## config.mk

```make
export PLATFORM = sky130hd
export DESIGN_NAME = cau_div
export DESIGN_NICKNAME = d
export VERILOG_FILES = /design/src/hdl/cau_pkg.sv /design/src/hdl/cau_div.sv
export SDC_FILE = /design/constraint.sdc
export NUM_CORES = 2
export LEC_CHECK = 0
export BUFFER_PORTS_ARGS = -buffer_cell sky130_fd_sc_hd__buf_2
export CAP_MARGIN = 20
export CORE_ASPECT_RATIO = 1.1
export CORE_UTILIZATION = 43
export DETAILED_ROUTE_END_ITERATION = 8
export PLACE_DENSITY = 0.58
export SLEW_MARGIN = 20
export SYNTH_ARGS = -nofsm -noshare
export SYNTH_HDL_FRONTEND = slang
export SYNTH_SLANG_ARGS = --single-unit
```

## constraint.sdc

```tcl
create_clock -name i_clk -period 4.6 [get_ports i_clk]
set_clock_uncertainty 0.2 [all_clocks]
set_input_delay 0.92 -clock i_clk [delete_from_list [all_inputs] [get_ports i_clk]]
set_output_delay 0.92 -clock i_clk [all_outputs]
set_load 0.005 [all_outputs]
```

## src/hdl/cau_pkg.sv

```systemverilog
// Shared types, constants and the saturation function of the complex arithmetic unit.
// No dependencies; every other file of the unit uses it.
`default_nettype none
package cau_pkg;

    localparam int DATA_WIDTH = 16;
    localparam int FRAC_BITS  = 8;
    localparam int PW         = 2 * DATA_WIDTH;
    localparam int SW         = PW + 1;
    localparam int XW         = PW + 2;

    localparam logic signed [XW-1:0] SAT_HI = (XW'(1) <<< (DATA_WIDTH - 1)) - XW'(1);
    localparam logic signed [XW-1:0] SAT_LO = -SAT_HI - XW'(1);

    typedef enum logic [3:0] {
        OP_ADD  = 4'd0,
        OP_SUB  = 4'd1,
        OP_MUL  = 4'd2,
        OP_DIVR = 4'd3,
        OP_CDIV = 4'd4,
        OP_CONJ = 4'd5,
        OP_NORM = 4'd6,
        OP_MAG  = 4'd7,
        OP_EQ   = 4'd8,
        OP_NE   = 4'd9
    } t_op;

    typedef struct packed {
        logic [3:0]                   req_type;
        logic signed [DATA_WIDTH-1:0] a_re;
        logic signed [DATA_WIDTH-1:0] a_im;
        logic signed [DATA_WIDTH-1:0] b_re;
        logic signed [DATA_WIDTH-1:0] b_im;
    } t_req;

    typedef struct packed {
        logic signed [DATA_WIDTH-1:0] res_re;
        logic signed [DATA_WIDTH-1:0] res_im;
        logic                         compare_true;
        logic                         overflow;
        logic                         divide_by_zero;
    } t_res;

    typedef struct packed {
        logic [3:0]                   op;
        logic signed [DATA_WIDTH-1:0] rr;
        logic signed [DATA_WIDTH-1:0] ri;
        logic                         cmp;
        logic                         ovf;
        logic                         dbz;
        logic                         neg_re;
        logic                         neg_im;
    } t_side;

    typedef struct packed {
        logic [PW-1:0] num_re;
        logic [PW-1:0] num_im;
        logic [PW-1:0] den;
        logic [PW-1:0] rad;
    } t_lane;

    typedef struct packed {
        logic                         ovf;
        logic signed [DATA_WIDTH-1:0] val;
    } t_sat;

    function automatic t_sat sat(input logic signed [XW-1:0] v);
        t_sat s;
        if (v > SAT_HI) begin
            s.ovf = 1'b1;
            s.val = SAT_HI[DATA_WIDTH-1:0];
        end else if (v < SAT_LO) begin
            s.ovf = 1'b1;
            s.val = SAT_LO[DATA_WIDTH-1:0];
        end else begin
            s.ovf = 1'b0;
            s.val = v[DATA_WIDTH-1:0];
        end
        return s;
    endfunction

endpackage
`default_nettype wire

```

## src/hdl/cau_div.sv

```systemverilog
// Pipelined restoring divider, one quotient bit per stage, for the fractional quotients.
// Depends on cau_pkg.
`default_nettype none
module cau_div #(
    parameter int FRAC_BITS = cau_pkg::FRAC_BITS
) (
    input  wire logic                           i_clk,
    input  wire logic [cau_pkg::PW-1:0]         i_num,
    input  wire logic [cau_pkg::PW-1:0]         i_den,
    output logic [cau_pkg::DATA_WIDTH:0]        o_quo,
    output logic                                o_ovf
);
    localparam int W  = cau_pkg::DATA_WIDTH;
    localparam int PW = cau_pkg::PW;
    localparam int DW = PW + FRAC_BITS;
    localparam int QB = W + 1;

    logic [DW-1:0] w_dvd, w_top;
    logic          w_ovf;

    logic [PW-1:0] r_rem [0:QB];
    logic [QB-1:0] r_low [0:QB];
    logic [QB-1:0] r_quo [0:QB];
    logic [PW-1:0] r_den [0:QB];
    logic          r_ovf [0:QB];

    always_comb begin
        w_dvd = DW'(i_num) << FRAC_BITS;
        w_top = w_dvd >> QB;
        w_ovf = (w_top >= DW'(i_den));
    end

    always_ff @(posedge i_clk) begin
        r_rem[0] <= w_top[PW-1:0];
        r_low[0] <= w_dvd[QB-1:0];
        r_quo[0] <= '0;
        r_den[0] <= i_den;
        r_ovf[0] <= w_ovf;
    end

    for (genvar k = 1; k <= QB; k++) begin : g_stage
        logic [PW:0] w_t, w_d;
        logic        w_ge;
        always_comb begin
            w_t  = {r_rem[k-1], r_low[k-1][QB-1]};
            w_d  = w_t - {1'b0, r_den[k-1]};
            w_ge = (w_t >= {1'b0, r_den[k-1]});
        end
        always_ff @(posedge i_clk) begin
            r_rem[k] <= w_ge ? w_d[PW-1:0] : w_t[PW-1:0];
            r_low[k] <= r_low[k-1] << 1;
            r_quo[k] <= {r_quo[k-1][QB-2:0], w_ge};
            r_den[k] <= r_den[k-1];
            r_ovf[k] <= r_ovf[k-1];
        end
    end

    assign o_quo = r_quo[QB];
    assign o_ovf = r_ovf[QB];
endmodule
`default_nettype wire

```

**Word-level counts from Yosys, hierarchy flattened**

Memories as Yosys holds them, arrays and structs flattened.
Cells that the tools add are included.

- Register bits: 0
- RAM bits: 1764
- Input port bits: 65
- Output and inout port bits: 18
- Word-level logic and storage cells: 57
- Memories: 5

Memories:

| memory | depth | width | read ports | clocked after memory_dff | wr ports | RTL line | text |
|---|---|---|---|---|---|---|---|
| r_den | 18 | 32 | 17 | 0 | 18 | cau_div.sv:24 | `logic [PW-1:0] r_den [0:QB];` |
| r_rem | 18 | 32 | 17 | 0 | 18 | cau_div.sv:21 | `logic [PW-1:0] r_rem [0:QB];` |
| r_quo | 18 | 17 | 18 | 0 | 18 | cau_div.sv:23 | `logic [QB-1:0] r_quo [0:QB];` |
| r_low | 18 | 16 | 17 | 0 | 18 | cau_div.sv:22 | `logic [QB-1:0] r_low [0:QB];` |
| r_ovf | 18 | 1 | 18 | 0 | 18 | cau_div.sv:25 | `logic r_ovf [0:QB];` |

- $add $sub $neg: 17
- Order comparisons: 18
- Muxes and demuxes: 17

Operators with widths:

| operator | number |
|---|---|
| 33-bit by 32-bit greater-or-equal comparator with 1-bit output | 17 |
| 32-bit 2-to-1 mux | 17 |
| 32-bit subtractor | 17 |
| 23-bit by 32-bit greater-or-equal comparator with 1-bit output | 1 |

**Depth between registers and ports, before layout**

An unclocked memory read counts as a cell.

- Word-level depth: 3
- Gate-level depth with buffers: 16
- Mapped depth without buffers: 13

**Worst setup path before layout**

No wires, ideal clock.

- Kind: flip-flop to flip-flop
- Start: memory r_den[5][9] in the netlist's numbering
- End: memory r_rem[6][26] in the netlist's numbering
- Library setup time: 0.121 ns
- Data arrival time: 2.972 ns
- Data required time: 4.279 ns
- Path slack: 1.307 ns
- Cell stages (with the launch flop): 14
- Buffers on the path: 1
- Clock period less this slack: 3.293 ns
- Cells stage by stage: dfxtp_1 inv_1 ha_1 a21o_1 a31o_2 a21oi_1 a21oi_2 a2111oi_2 o31ai_2 a31oi_4 o221ai_2 a21oi_4 buf_6 mux2_2

RTL lines:

| what | RTL line |
|---|---|
| from (decl) | cau_div.sv:24 |
| to (decl) | cau_div.sv:21 |

==> results.yml <==
timing:
  hold_ws_ps: 72.3
  timing.setup.tns_ps: 0
  rsz0062_at_grt: "false"
  slew_headroom_pct: 38.5
  maxSlewViolCount: 0
  hold_viol: 0
  period_minus_slack_ps: 4300
  finalSetupViolations: 0
  fin_crit_sh_pct: 93.4
  worstMarginPinSlew_ps: 914
  fmax_mhz: 233
route:
  wirelength_um: 144000
  vias_per_cell: 5.17
  drc: 0
  vias: 44600
  drtAntennaViolNets: 0
  dr.first_iter.drc_count: 2052
  wl_per_cell_um: 16.7
  dr.pass1.iters: 6
logic_synthesis:
  netlist_instances: 6500
  ys_types: 92
  yosysSeqAreaShare_pct: 43.0
  yosys_warnings: 0
  synth-seq-cells: 1295
  avgSynthCellArea_um2: 9.28
  syn-num-nets: 7139
  synth_edf_count: 0
  syn-cell-area_um2: 60400
  synth-main-ff-cell: "dfxtp_1"
  ys_async_sr_fraction_pct: 0
pwr:
  seqPwrFrac_pct: 31.5
  p_leak_nw: 32.4
  combPwrFrac_pct: 43.5
  ir_worst_vdd_uv: 465
  p_switching_mw: 17.4
  powerDensity_nw_per_um2: 699
  cellInternalPower_mw: 30.5
  p_clk_share_pct: 25.0
  power.total_mw: 47.9
  switching_share_pct: 36.4
grt:
  grt_use_met3_pct: 2.87
  grt_pass1_wl_um: 231000
  grt.total_usage_pct: 20.3
  grtUsageMet2_pct: 42.2
  grt_max_degree: 65
  grt_pass1_vias: 46500
  overflow: 0
  antenna_found_initial: 1
  grt-busiest-layer: "met2"
  grtUsageMet1_pct: 17.1
clocking:
  clk_latency_ps: 770
  cts-root-buf: "clkbuf_16"
  path_clk_slew_ps: 60
  cts.repair.resized: 0
  cts_buffer_depth: 3
  tritoncts: "done"
  cts_sinks: 1295
  post_cts.repair.setup_buffers: 0
  numCtsBuffers: 145
  htree_levels: 4
floorplan:
  die_h_um: 395
  core_um2: 139000
  num_rows: 143
  start_util_pct: 43.5
  die_w_um: 359
  dieArea_um2: 142000
  io_pins: 83
critical_path:
  cp-end-kind: "flip-flop"
  required_ps: 5100
  cp.arrival_ps: 4790
  critical_path_class: "reg -> reg"
  cp_max_fo: 19
  cp-start-kind: "flip-flop"
layout:
  drive_above_1_share_pct: 9.83
  area_delta_synth_final_pct: 13.6
  fill_cells: 12800
  final_nets: 7334
place:
  gp_congestion: 0.950
  place_hpwl_um: 115000
  numPortBuffers: 82
run:
  cap_violations: 0
outcome:
  status: "finished clean"
hold_path:
  hp-class: "in -> reg"
cell usage in the layout (no fill, tap or decap), drive strengths merged, types with 63 or more instances in the layout:
cell type  instances
dfxtp           1295
inv              704
ha               558
nand2            513
a21oi            486
o21ai            443
nor2             320
a21o             284
xnor2            246
clkbuf           213
mux2             201
buf              174
xor2             171
nand3            114
nor2b             86
nand4             86
nor3              84
nand2b            65
o21a              63
per-layer routing:
layer	share of wire, %	vias to the layer above
li1	-	22900
met1	34	20500
met2	57	789
met3	2.5	392
met4	7.1	0
met5	0	-
cells in the mapped netlist (all sizes together), types with 52 or more instances:
cell type / n / share of area (%)
o21ai: 443 / 3.7
nor2b: 86 / 0.89
nor2: 320 / 2.0
nand3: 114 / 0.95
xor2: 171 / 2.5
nand2b: 65 / 0.67
o21a: 63 / 0.78
nor3: 84 / 0.70
o21bai: 52 / 0.65
dfxtp: 1295 / 43
nand4: 86 / 0.89
nand2: 513 / 3.2
inv: 696 / 4.3
and3: 54 / 0.56
xnor2: 246 / 3.6
mux2: 201 / 3.9
a21o: 284 / 3.5
clkbuf: 113 / 0.70
ha: 558 / 12
a21oi: 486 / 4.1
repair_timing:
item | in CTS | in global routing
hold endpoints to repair | 30 | 0
setup endpoints to repair | 0 | 0
hold buffers | 30 | 0
worst max-delay path, cell delays in order (launching register included):
cell       delay (ps)
dfxtp_1           320
inv_1              40
ha_1              360
nand3_1           160
a211oi_1          460
o2111ai_1         290
a211oi_1          520
o32ai_1           190
buf_4             170
o21ai_0           300
o22a_1            250
a31o_2            490
buf_4             300
nor2_1             60
a21oi_1           110
kinds of logic (layout without fill, tap and decap cells):
logic type                 count (synthesis)  in the layout  synth area share (%)
and+or+nand+nor                         1446           1446                  11.3
DFF                                     1295           1295                  43.0
other                                      0              2                     0
xor gates and xnor gates                 417            417                  6.05
muxes                                    215            215                  4.09
adders and majority gates                574            574                  12.1
AOI/OAI and AO/OA                       1701           1701                  18.0
buffers and inverters                    852           1166                  5.49
sequential cells by signal, summed over array words and instances (netlist names):
name   cells
r_den    544
r_rem    535
r_quo    153
r_low     45
r_ovf     18
stage by stage:
step           setup WS (ps)  instance area (um^2)  std cells  util (%)
4_1_cts                  294                 68600       8626      49.4
3_3_place_gp             329                 63200       8330      45.6
3_5_place_dp             294                 63200       8330      45.6
5_1_grt                 27.9                 68600       8628      49.4
2_1_floorplan           1310                 60400       6500         -
6_report                 304                 68600       8628      49.4
area by class of cell:
cell class | count | area [um^2] | area share (%)
sequential | 1295 | 25900 | 37.8
clock buffer | 213 | 4260 | 6.21
inverter | 696 | 2610 | 3.81
antenna | 2 | 5.00 | 0.00730
multi-input combinational | 4353 | 31200 | 45.5
clock inverter | 53 | 772 | 1.13
timing repair buffer | 204 | 1530 | 2.23
tap | 1812 | 2270 | 3.31
power by group through the flow:
stage	logic (mW)	registers (mW)	clock network, mW
2_1_floorplan	15.8	14.9	0
3_5_place_dp	20.8	15.3	0
4_1_cts	20.9	15.1	12.3
3_3_place_gp	20.6	15.4	0
6_report	20.9	15.1	12.0
5_1_grt	23.2	15.4	12.8
final timing paths:
path / cells after the start / to / startpoint / slack (ps)
worst max-delay path: 14 / r_rem[5][2] / r_den[4][6] / 300
worst min-delay path: 1 / r_den[0][19] / i_den[19] / 70
worst max register to register: 14 / r_rem[5][2] / r_den[4][6] / 300
worst min register to register: 0 / r_low[2][10] / r_low[1][9] / 120
Note: power is estimated with default switching activity, not from simulation.
