$ cat src/hdl/cau_pkg.sv
// Shared types, constants and the saturation function of the complex arithmetic unit.
// No dependencies; every other file of the unit uses it.
`default_nettype none
package cau_pkg;

    localparam int DATA_WIDTH = 16;
    localparam int FRAC_BITS  = 8;
    localparam int PW         = 2 * DATA_WIDTH;
    localparam int SW         = PW + 1;
    localparam int XW         = PW + 2;

    localparam logic signed [XW-1:0] SAT_HI = (XW'(1) <<< (DATA_WIDTH - 1)) - XW'(1);
    localparam logic signed [XW-1:0] SAT_LO = -SAT_HI - XW'(1);

    typedef enum logic [3:0] {
        OP_ADD  = 4'd0,
        OP_SUB  = 4'd1,
        OP_MUL  = 4'd2,
        OP_DIVR = 4'd3,
        OP_CDIV = 4'd4,
        OP_CONJ = 4'd5,
        OP_NORM = 4'd6,
        OP_MAG  = 4'd7,
        OP_EQ   = 4'd8,
        OP_NE   = 4'd9
    } t_op;

    typedef struct packed {
        logic [3:0]                   req_type;
        logic signed [DATA_WIDTH-1:0] a_re;
        logic signed [DATA_WIDTH-1:0] a_im;
        logic signed [DATA_WIDTH-1:0] b_re;
        logic signed [DATA_WIDTH-1:0] b_im;
    } t_req;

    typedef struct packed {
        logic signed [DATA_WIDTH-1:0] res_re;
        logic signed [DATA_WIDTH-1:0] res_im;
        logic                         compare_true;
        logic                         overflow;
        logic                         divide_by_zero;
    } t_res;

    typedef struct packed {
        logic [3:0]                   op;
        logic signed [DATA_WIDTH-1:0] rr;
        logic signed [DATA_WIDTH-1:0] ri;
        logic                         cmp;
        logic                         ovf;
        logic                         dbz;
        logic                         neg_re;
        logic                         neg_im;
    } t_side;

    typedef struct packed {
        logic [PW-1:0] num_re;
        logic [PW-1:0] num_im;
        logic [PW-1:0] den;
        logic [PW-1:0] rad;
    } t_lane;

    typedef struct packed {
        logic                         ovf;
        logic signed [DATA_WIDTH-1:0] val;
    } t_sat;

    function automatic t_sat sat(input logic signed [XW-1:0] v);
        t_sat s;
        if (v > SAT_HI) begin
            s.ovf = 1'b1;
            s.val = SAT_HI[DATA_WIDTH-1:0];
        end else if (v < SAT_LO) begin
            s.ovf = 1'b1;
            s.val = SAT_LO[DATA_WIDTH-1:0];
        end else begin
            s.ovf = 1'b0;
            s.val = v[DATA_WIDTH-1:0];
        end
        return s;
    endfunction

endpackage
`default_nettype wire

$ cat src/hdl/cau_sqrt.sv
// Pipelined integer square root, one root bit per stage, padded to the divider latency.
// Depends on cau_pkg.
`default_nettype none
module cau_sqrt (
    input  wire logic                           i_clk,
    input  wire logic [cau_pkg::PW-1:0]         i_rad,
    output logic [cau_pkg::DATA_WIDTH-1:0]      o_root
);
    localparam int W  = cau_pkg::DATA_WIDTH;
    localparam int PW = cau_pkg::PW;
    localparam int RW = W + 2;

    logic [RW-1:0] r_rem  [0:W-1];
    logic [W-1:0]  r_root [0:W-1];
    logic [PW-1:0] r_rad  [0:W-1];
    logic [W-1:0]  r_pad1, r_pad2;

    for (genvar k = 0; k < W; k++) begin : g_stage
        logic [RW-1:0] w_prem;
        logic [W-1:0]  w_proot;
        logic [PW-1:0] w_prad;
        logic [RW+1:0] w_t, w_trial, w_d;
        logic          w_ge;
        if (k == 0) begin : g_first
            assign w_prem  = '0;
            assign w_proot = '0;
            assign w_prad  = i_rad;
        end else begin : g_next
            assign w_prem  = r_rem[k-1];
            assign w_proot = r_root[k-1];
            assign w_prad  = r_rad[k-1];
        end
        always_comb begin
            w_t     = {w_prem, w_prad[PW-1:PW-2]};
            w_trial = (RW+2)'({w_proot, 2'b01});
            w_d     = w_t - w_trial;
            w_ge    = (w_t >= w_trial);
        end
        always_ff @(posedge i_clk) begin
            r_rem[k]  <= w_ge ? w_d[RW-1:0] : w_t[RW-1:0];
            r_root[k] <= {w_proot[W-2:0], w_ge};
            r_rad[k]  <= w_prad << 2;
        end
    end

    always_ff @(posedge i_clk) begin
        r_pad1 <= r_root[W-1];
        r_pad2 <= r_pad1;
    end

    assign o_root = r_pad2;
endmodule
`default_nettype wire

$ cat config.mk
export PLATFORM = sky130hd
export DESIGN_NAME = cau_sqrt
export DESIGN_NICKNAME = d
export VERILOG_FILES = /design/src/hdl/cau_pkg.sv /design/src/hdl/cau_sqrt.sv
export SDC_FILE = /design/constraint.sdc
export NUM_CORES = 1
export LEC_CHECK = 0
export BUFFER_PORTS_ARGS = -buffer_cell sky130_fd_sc_hd__clkbuf_2
export CAP_MARGIN = 30
export CORE_ASPECT_RATIO = 0.6
export CORE_MARGIN = 2
export CORE_UTILIZATION = 62
export CTS_CLUSTER_DIAMETER = 150
export CTS_CLUSTER_SIZE = 24
export DETAILED_ROUTE_END_ITERATION = 6
export PLACE_DENSITY = 0.89
export RECOVER_POWER = 25
export SYNTH_ARGS = -nofsm -noshare
export SYNTH_HDL_FRONTEND = slang
export SYNTH_SLANG_ARGS = --single-unit
$ cat constraint.sdc
create_clock -name i_clk -period 2.85 [get_ports i_clk]
set_input_delay 0.285 -clock i_clk [delete_from_list [all_inputs] [get_ports i_clk]]
set_output_delay 0.285 -clock i_clk [all_outputs]
set_load 0.01 [all_outputs]
# Word level (Yosys, flattened, before mapping)
# Memory sizes are Yosys's and may differ from the RTL's. A register that Yosys moved wholly into a read port is not among the register bits.
# Index checks and enable logic that the tools add are counted.
[op_classes]
add_sub_neg = 16
order_cmp = 16
n_mux = 16
[ops]
columns = ["cell", "n"]
rows = [
  ["$ge 20x18->1", 15],
  ["$mux 18", 16],
  ["$sub 18x18->18", 15],
  ["$sub 2x1->3 const B", 1],
  ["$ge 2x1->1 const B", 1],
]
[word_totals]
ff_bits = 16
ram_bits = 1024
input_bits = 33
output_inout_bits = 16
wordCells = 52
memories = 3
[memory_table]
columns = ["memory", "words", "width", "read_ports", "rd_clocked_by_memory_dff", "wr", "line", "rtl"]
rows = [
  ["r_rad", 16, 30, 15, 0, 16, "cau_sqrt.sv:15", "logic [PW-1:0] r_rad [0:W-1];"],
  ["r_rem", 16, 18, 15, 0, 16, "cau_sqrt.sv:13", "logic [RW-1:0] r_rem [0:W-1];"],
  ["r_root", 16, 16, 16, 1, 16, "cau_sqrt.sv:14", "logic [W-1:0] r_root [0:W-1];"],
]

# Logic depth before layout (Yosys ltp)
# Gate-level depths: netlist (run 1).
# An unclocked memory read counts as a cell.
[depth]
depth_word = 3
depth_mapped = 13
depth_no_buf = 10

# Worst setup path before layout (run 1)
# No wires, ideal clock.
[synth_path]
path_type = "reg2reg"
from = "memory r_root[6][0] (netlist bit)"
to = "memory r_rem[0][130] (netlist bit)"
setup_ns = 0.121
t_arrival_ns = 2.389
t_required_ns = 2.729
setup_slack_ns = 0.340
stages_incl_launch_ff = 11
path_buffers = 1
synth_period_minus_slack_ns = 2.510
path_cell_list = "dfxtp_1 inv_1 ha_1 nor2b_1 o21ai_1 a21boi_0 o31a_1 o31a_1 clkbuf_1 nor2_2 mux2_2"
[synth_lines]
columns = ["item", "line"]
rows = [
  ["start: declaration", "cau_sqrt.sv:14"],
  ["end: declaration", "cau_sqrt.sv:13"],
]

==> run metrics, run 1 <==
simple-gate share of the synthesized area=11.4%; PD cells=835 nW/um2; Worst-path clk slew=approximately 0.1 ns; hold_sp=i_rad[9]; maximum vdd drop=738 uV; 1st-pass router iterations=6; Ys Warns=0; mux cell area share after synthesis=1.42%; total grt overflow=0; Nets=approximately 2500; post-synthesis net count=2387; number of enable flip-flop cells after synthesis=0; endpoint class of the critical path=flop; Synth Area in Compound Gates=a little under an eighth; status=finished, final reports clean; multi-input gate area in the final layout=around 9200 um2; hold depth=2; Clock Sinks=658; RSZ-0062 raised after global routing=false; count of cell types in the netlist=73; Cell Rows=54; Hold Crit Class=in -> reg; Die Ht=~150 um; via/cell ratio=about 5.7; CTS tree=built; Final Hold Viols=0; Netlist Area Pre-Place=around 23000 um2; CP startpoint kind=flop; Post-Syn Instances=approximately 2200; Leak=between 10 and 15 nW; core box area=between 30000 and 40000 um2; Initial Util=roughly 63%; I/O Buffers=48; number of global-route vias before repair=about 16000; max cap viols=0; Filler Cells Inserted=between 2000 and 2500; critical path class=reg -> reg; share of layout cells above drive strength 1=under 10%; io pins=between 40 and 50; vias after detailed routing=16100; Final setup viols=0; Final ANT Viol Nets=0; Final HPWL DP=approximately 35000 um; Least-Margin Pin Slew=just under 0.7 ns; CTS root buffer=clkbuf_16; DRC viols=0; main flop type after synthesis=dfxtp_1; share of the synthesized area in the top cell type=between 50% and 60%; XOR/XNOR Fraction of Synth Area=6.31%; first-pass GRT wire length=roughly 80000 um; Syn-to-layout area delta=9.23%; initial antenna violation count=0; antenna cell count=0; FF-to-FF path depth=9; R2R setup slack=roughly 0.080 ns; number of synthesized register bits=around 660; Clock Latency Late Sink=approximately 0.64 ns; Die ar.=between 30000 and 40000 um2; final WL=just under 50000 um; Final Critical Period=about 2.8 ns; Clock Skew=0.0362 ns; worst-path fanout max=5; Final Slew Violations=0; Num CTS Buffers=31; fmax=approximately 360 MHz; Req. time, crit path=~3.4 ns; Avg Synthesized Cell Area=roughly 11 um2; largest net degree at the start of global routing=32; crit-path max cell delay=about 0.47 ns; worst r2r src=r_root[2][1]; max_slew headroom=between 50% and 60%; H-Tree Depth=1; Final GP Congestion=0.957; Reg area=roughly 13000 um2; Worst Hold End=r_rad[0][9]; die width=about 250 um; clock tree buffer depth=3; detailed-route wire length per cell=~18 um; setup TNS=0 ns; Iteration-0 DRC Markers=1798; Adder-Cell Fraction of Synth Area=~8.3%; Area contributors post-synth=dfxtp_1 (57%), ha_1 (8.3%), xnor2_1 (3.6%), inv_1 (3.2%), a21oi_1 (2.9%); worst-path cell chain=inv_1, ha_1, nand3_1, or3b_1, and4_1, a211o_1, or4_4, nor4_2, xor2_1; crit path DAT=about 3.3 ns; period utilisation layout=between 90 and 100%; total track usage=about a quarter; largest family of logic cells by synthesized area=compound AO/OA/AOI/OAI gates; slowest cell on the critical path=or4_4; register area share after synthesis=56.8%; total power=between 0.02 and 0.025 W; reg2reg end=r_rem[0][71]; Synth area leader=dfxtp_1; fraction of registers with async set/reset=0%
[state kept, by name, summed over array words and instances (netlist names)]
| register | cells |
|---|---|
| r_rem | 250 |
| r_rad | 240 |
| r_root | 136 |
| o_root | 16 |
| r_pad1 | 16 |
[what timing repair did]
action                                  CTS  global route
resized for setup                         3            10
endpoints found under the setup margin    6            30
hold buffers                             33             0
buffers inserted                          0             0
endpoints found under the hold margin    33             0
[how the worst max path moves through the flow]
stage | startpoint | endpoint | slack [ns] | cells after the start
2_1_floorplan | r_root[6][0] | r_rem[0][130] | 0.34 | 10
3_3_place_gp | r_rem[1][10] | r_rem[1][25] | 0.06 | 7
3_5_place_dp | r_root[9][1] | r_rem[1][51] | -0.03 | 9
4_1_cts | r_rem[1][10] | r_rem[1][25] | 0.07 | 7
5_1_grt | r_root[2][1] | r_rem[0][71] | 0.002 | 9
6_report | r_root[2][1] | r_rem[0][71] | 0.08 | 9
[power by group]
part | internal, W | switching [W]
Clock | 0.00197 | 0.00281
Sequential | 0.0108 | 0.00107
Combinational | 0.00208 | 0.00245
Total | 0.0148 | 0.00633
[cells by family (layout without fill, tap and decap cells)]
| family | count (synthesis) | in the layout |
|---|---|---|
| buf+inv | 232 | 336 |
| other cells | 1 | 1 |
| xor+xnor | 167 | 167 |
| simple gates | 528 | 528 |
| fa+ha+maj | 153 | 153 |
| flops | 658 | 658 |
| compound gates | 432 | 432 |
| mux | 30 | 30 |
[layer usage]
layer / routed length, um / global-route usage, % / vias to the layer above
met5: 0 / 0 / -
met1: 22400 / 36.3 / 7599
met4: 902 / 4.71 / 0
li1: - / - / 7678
met2: 21800 / 39.3 / 688
met3: 4560 / 5.42 / 90
[cells in the mapped netlist, types with 7 or more instances]
library cell	instances
a211o_1	9
a211oi_1	16
a21boi_0	7
a21o_1	39
a21oi_1	135
a31oi_1	10
buf_2	8
clkbuf_1	23
dfxtp_1	658
ha_1	153
inv_1	196
mux2_2	23
mux2i_1	7
nand2_1	101
nand2b_1	21
nand3_1	37
nand4_1	25
nand4b_1	7
nor2_1	147
nor2b_1	21
nor3_1	66
nor4_1	15
o211ai_1	10
o21a_1	50
o21ai_0	85
o21bai_1	7
o31ai_1	15
or2_2	11
or3_1	28
or4_1	10
xnor2_1	96
xor2_1	71
[area by class of cell]
type,instances,share of cell area [%]
clock buffers,31,3.06
inverters,197,2.92
flip-flops and latches,658,52.0
multi-input cells,1311,36.2
clock inverters,2,0.143
repair buffers,106,3.14
well taps,504,2.49
[placed cells by master (no fill, tap or decap), drive strengths merged, types with 21 or more instances in the layout]
cell type and instances:
inv 199, xnor2 96, clkbuf 79, dlygate4sd3 33, dfxtp 658, xor2 71, nor3 66, nand4 26
or3 29, buf 25, nor2b 21, nand2b 21, nand2 101, nand3 37, nor2 148, ha 153
a21o 39, o21a 50, mux2 23, a21oi 136, o21ai 87
[stage by stage]
| stage | util, % | area, um2 | std cells | hold WS [ns] | worst slack, ns |
|---|---|---|---|---|---|
| after CTS | 69.1 | 25300 | 2809 | 0.283 | 0.0659 |
| after floorplan | - | 23200 | 2201 | 0.310 | 0.340 |
| final | 69.2 | 25300 | 2809 | 0.301 | 0.0799 |
| after global routing | 69.2 | 25300 | 2809 | 0.281 | 0.00168 |
| after global placement | 65.9 | 24100 | 2743 | 0.310 | 0.0585 |
| after detailed placement | 65.9 | 24100 | 2743 | 0.312 | -0.0305 |
[worst max-delay path: cells and delay by family (launching register included)]
kind | cells | cell delay [ns]
DFF | 1 | 0.34
xor gates and xnor gates | 1 | 0.17
adders and majority gates | 1 | 0.35
AOI/OAI and AO/OA | 1 | 0.36
and+or+nand+nor | 5 | 1.42
buffers and inverters | 1 | 0.06
No activity file was read; power rests on OpenSTA's default activity.
==> inputs of run 2 (changes only) <==
==> constraint.sdc (replaced) <==
create_clock -name i_clk -period 2.85 [get_ports i_clk]
set_input_delay 0.7125 -clock i_clk [delete_from_list [all_inputs] [get_ports i_clk]]
set_output_delay 0.7125 -clock i_clk [all_outputs]
set_load 0.01 [all_outputs]
==> run 2 against run 1 <==
Clock power barely moved. Non-clock buffer count down 33. Worst hold slack lost 0.11 ns. Flip-flop and latch count is the same. Wire length shrank 2.3%. Via count shrank 1.4%. Critical path depth is the same. Die area unchanged. First-iteration DRC count shrank 16%. Final area down 1.3%. Sequential power hardly changed. Critical path type unchanged. Critical endpoint unchanged. Largest cell class unchanged.
==> run metrics, run 2 (same netlist as run 1, synthesis figures left out) <==
die width=between 200 and 300 um; Placed Area=24100 um2; post-CTS setup buffers=0; Final Instance Count excl. Fillers=around 2800; worst-path cell chain=inv_1, ha_1, nand3_1, or3b_1, and4_1, a211o_1, or4_4, nor4_2, xor2_1; I/O Buffers=48; Num CTS Buffers=31; most common cell after layout, fill and taps aside=dfxtp_1; RSZ-0062 raised after global routing=false; Worst-path clk slew=around 0.09 ns; DRC viols=0; CTS tree=built; status=finished, final reports clean; period utilisation layout=a little over nine tenths; CTS resizes=3; max cap viols=0; Final WS setup=about 0.10 ns; PD cells=between 800 and 900 nW/um2; Leak=around 12 nW; fmax=roughly 360 MHz; Place WS=-0.0305 ns; Final HPWL DP=~35000 um; slowest cell on the critical path=or4_4; worst-path fanout max=5; Final ANT Viol Nets=0; Largest register FFs=between 200 and 300; Clock Skew=0.0379 ns; largest net degree at the start of global routing=32; core box area=between 30000 and 40000 um2; Syn-to-layout area delta=7.80%; CP startpoint kind=flop; total grt overflow=0; Top Registers=r_rem: 250 flops, r_rad: 240 flops, r_root: 136 flops; Hold Crit Class=in -> reg; number of global-route vias before repair=15400; clock tree buffer depth=3; initial antenna violation count=0; Final Critical Period=roughly 2.7 ns; 1st-pass router iterations=5; placed cells=roughly 2700; via/cell ratio=5.70; Final Slew Violations=0; total track usage=between 20% and 30%; maximum vdd drop=around 690 uV; endpoint class of the critical path=flop; crit-path max cell delay=0.47 ns; share of layout cells above drive strength 1=7.26%; Final GP Congestion=~0.96; final WL=48500 um; critical path class=reg -> reg; H-Tree Depth=1; Biggest register=r_rem; cell area after layout=~25000 um2; Die Ht=~150 um; Clock Sinks=658; first-pass GRT wire length=78200 um; Iteration-0 DRC Markers=1504; Req. time, crit path=around 3.4 ns; antenna cell count=0; Die ar.=a little under 40000 um2; Clock Latency Late Sink=~0.65 ns; CTS root buffer=clkbuf_16; Hold Buf Count CTS=0; Nets=2458; Final Hold Viols=0; Initial Util=a little over three fifths; Final setup viols=0; Least-Margin Pin Slew=approximately 0.68 ns; crit path DAT=between 3 and 4 ns; most frequent cells in the layout=dfxtp_1 (658), inv_1 (196), ha_1 (153); Cell Rows=between 50 and 60; max_slew headroom=a little over half; io pins=~50; detailed-route wire length per cell=~17 um; vias after detailed routing=around 16000
run 2: cell count changes in the layout (fill, tap and decap cells not counted), sizes merged:
cell | previous run | this run
dlygate4sd3 | 33 | 0
run 2: path summary, 6_finish.rpt:
path | to | cells after the start | from | slack [ns]
setup / recovery | r_rem[0][71] | 9 | r_root[2][1] | 0.10
hold / removal | r_rad[0][13] | 1 | i_rad[13] | 0.19
setup reg to reg | r_rem[0][71] | 9 | r_root[2][1] | 0.10
hold reg to reg | r_rad[0][147] | 0 | r_rad[0][115] | 0.30
run 2: stage by stage:
| step | hold WS (ns) | TNS, ns | utilization, % | power [W] |
|---|---|---|---|---|
| after floorplan | 0.310 | 0 | - | 0.0150 |
| after global placement | 0.310 | 0 | 65.9 | 0.0159 |
| after detailed placement | 0.312 | -0.0870 | 65.9 | 0.0163 |
| after CTS | 0.173 | 0 | 68.2 | 0.0210 |
| after global routing | 0.157 | 0 | 68.3 | 0.0221 |
| final | 0.187 | 0 | 68.3 | 0.0211 |
run 2: metal layers:
metal / global-route usage [%] / vias to the layer above / share of wire (%)
met4: 4.29 / 0 / 1.5
met2: 38.0 / 684 / 44
met1: 35.8 / 7447 / 45
met3: 5.42 / 80 / 9.4
met5: 0 / - / 0
li1: - / 7621 / -
run 2: critical path: cells and delay by family (launching register included):
| family | cells | cell delay [ns] |
|---|---|---|
| simple gates | 5 | 1.40 |
| compound gates | 1 | 0.36 |
| fa+ha+maj | 1 | 0.35 |
| flops | 1 | 0.34 |
| xor+xnor | 1 | 0.17 |
| buf+inv | 1 | 0.06 |
run 2: power breakdown:
part / total, W / switching, W / internal, W
Combinational: 0.00449 / 0.00244 / 0.00205
Clock: 0.00475 / 0.00279 / 0.00197
Sequential: 0.0118 / 0.00107 / 0.0108
run 2: final cells by class:
type / instances / area (um2)
timing repair buffer: 73 / 463
multi-input combinational: 1311 / 9180
fill: 2545 / 11600
clock buffer: 31 / 776
sequential: 658 / 13200
tap: 504 / 631
clock inverter: 2 / 36.3
inverter: 197 / 739
==> inputs of run 3 (changes only) <==
--- a/config.mk
+++ b/config.mk
@@ -15,6 +15,8 @@
 export DETAILED_ROUTE_END_ITERATION = 6
 export PLACE_DENSITY = 0.89
 export RECOVER_POWER = 25
+export REMOVE_ABC_BUFFERS = 1
+export SKIP_LAST_GASP = 1
 export SYNTH_ARGS = -nofsm -noshare
 export SYNTH_HDL_FRONTEND = slang
 export SYNTH_SLANG_ARGS = --single-unit
==> run 3 against run 2 <==
Wire length is 0.61% lower. Critical path depth is 2 lower. Clock-buffer cell count stayed put. Final area is 0.10% higher. Final cell count is 0.32% higher. Register-to-register slack worse by 0.04 ns. Fmax is 1.4% lower. Clock power hardly changed. Global-route usage is 0.25 points higher. Highest routed layer unchanged.
==> run metrics, run 3 (same netlist as run 1, synthesis figures left out) <==
Final ANT Viol Nets=0; I/O Buffers=48; Final Critical Period=roughly 2.8 ns; reg2reg end=r_rem[1][27]; RSZ-0062 raised after global routing=false; Leak=between 10 and 15 nW; sw power=0.00623 W; Clock Sinks=around 660; CP dominant cell by count=or3_1; Least-Margin Pin Slew=0.590 ns; initial antenna violation count=0; crit path DAT=around 3.3 ns; Hold Buf Count CTS=0; share of layout cells above drive strength 1=between 7 and 8%; via/cell ratio=5.62; Clock Latency Late Sink=roughly 0.63 ns; Cell Rows=54; fmax=359 MHz; CTS tree=built; Top Registers=r_rem: 250 flops, r_rad: 240 flops, r_root: 136 flops; vias after detailed routing=approximately 16000; Die Ht=154 um; Comb pwr share=between 20% and 30%; Num CTS Buffers=31; Biggest register=r_rem; DRC viols=0; worst-path fanout max=20; Final Instance Count excl. Fillers=about 2800; Worst Hold End=r_rad[0][21]; max_slew headroom=around three fifths; total grt overflow=0; Syn-to-layout area delta=7.91%; number of global-route vias before repair=15300; Clock Skew=roughly 0.035 ns; setup TNS=0 ns; worst-path cell chain=or3_1, or3_1, or4_1, a31oi_2, nand4_2, buf_4, mux2_2; Largest register FFs=250; slowest cell on the critical path=or4_1; core box area=around 37000 um2; Req. time, crit path=between 3 and 4 ns; worst r2r src=r_rem[1][10]; status=finished, final reports clean; most common cell after layout, fill and taps aside=dfxtp_1; 1st-pass router iterations=6; critical path class=reg -> reg; period utilisation layout=97.8%; Final Hold Viols=0; io pins=approximately 50; placed cells=~2800; detailed-route wire length per cell=17.3 um; Iteration-0 DRC Markers=about 1600; endpoint class of the critical path=flop; PD cells=around 840 nW/um2; antenna cell count=0; CP startpoint kind=flop; max cap viols=0; Worst-path clk slew=0.10 ns; Initial Util=between 60% and 70%; R2R setup slack=0.06 ns; Sw Share=between 20% and 30%; hold depth=1; largest net degree at the start of global routing=28; final WL=a little under 50000 um; crit-path max cell delay=between 0.5 and 0.6 ns; maximum vdd drop=~760 uV; Final GP Congestion=just under 1; Hold Crit Class=in -> reg; P_int=approximately 0.015 W; clock tree buffer depth=3; first-pass GRT wire length=78100 um; total track usage=24.8%; CTS root buffer=clkbuf_16; clock share of power=between 20% and 30%; Final HPWL DP=between 30000 and 40000 um; Final Slew Violations=0; most frequent cells in the layout=dfxtp_1 (658), inv_1 (196), ha_1 (153); Die ar.=between 30000 and 40000 um2; FF-to-FF path depth=7; hold_sp=i_rad[21]; sequential power share=between 50% and 60%; die width=~250 um; Min Hold Slack=0.187 ns; Final setup viols=0; H-Tree Depth=1; Nets=roughly 2500
run 3: cell types whose count changed in the layout (fill, tap and decap cells not counted), sizes merged:
cell  change
buf       +9
run 3: worst max-delay path: cells and delay by family, from the launching register on:
family | cells | cell delay [ns]
AOI/OAI and AO/OA | 1 | 0.30
buffers and inverters | 1 | 0.28
DFF | 1 | 0.36
muxes | 1 | 0.30
and+or+nand+nor | 4 | 1.46
run 3: through the flow:
step	utilization (%)	setup slack, ns	total power, W	cell area (um2)
6_report	68.3	0.0636	0.0210	25000
5_1_grt	68.3	0.000669	0.0221	25000
4_1_cts	68.2	0.0109	0.0210	25000
3_5_place_dp	66.0	0.0415	0.0163	24200
3_3_place_gp	66.0	0.0811	0.0160	24200
2_1_floorplan	-	-0.777	0.0150	23000
run 3: layer usage:
layer  global-route usage, %  part of all wire [%]  vias up
met5                       0                     0        -
met4                    5.07                   1.9        0
met3                    5.86                   9.1       89
met2                    36.5                    41      624
met1                    37.2                    48     7315
li1                        -                     -     7610
run 3: timing repair:
action / 4_1_cts / 5_1_grt
endpoints found under the hold margin: 0 / 0
gates resized for setup: 0 / 14
buffers inserted: 0 / 0
endpoints found under the setup margin: 0 / 47
run 3: cell type report:
cell class	instances	area, um2
well taps	504	631
clock inverters	2	36.3
repair buffers	82	504
flip-flops and latches	658	13200
multi-input cells	1311	9160
clock buffers	31	776
inverters	197	739
fillers	2576	11600
run 3: worst max path at each step:
stage | start | to | cells past startpoint
detailed placement | r_rem[1][10] | r_rem[1][27] | 7
global placement | r_rem[1][10] | r_rem[1][25] | 7
floorplan | r_root[13][0] | r_rem[1][112] | 8
global route | r_root[6][0] | r_rem[0][131] | 9
CTS | r_rem[1][10] | r_rem[1][27] | 7
finish | r_rem[1][10] | r_rem[1][27] | 7
run 3: power by group through the flow:
stage	Clock [W]	Combinational [W]	Sequential, W
2_1_floorplan	0	0.00332	0.0117
3_3_place_gp	0	0.00412	0.0119
3_5_place_dp	0	0.00434	0.0120
4_1_cts	0.00483	0.00439	0.0118
5_1_grt	0.00514	0.00495	0.0120
6_report	0.00473	0.00448	0.0118
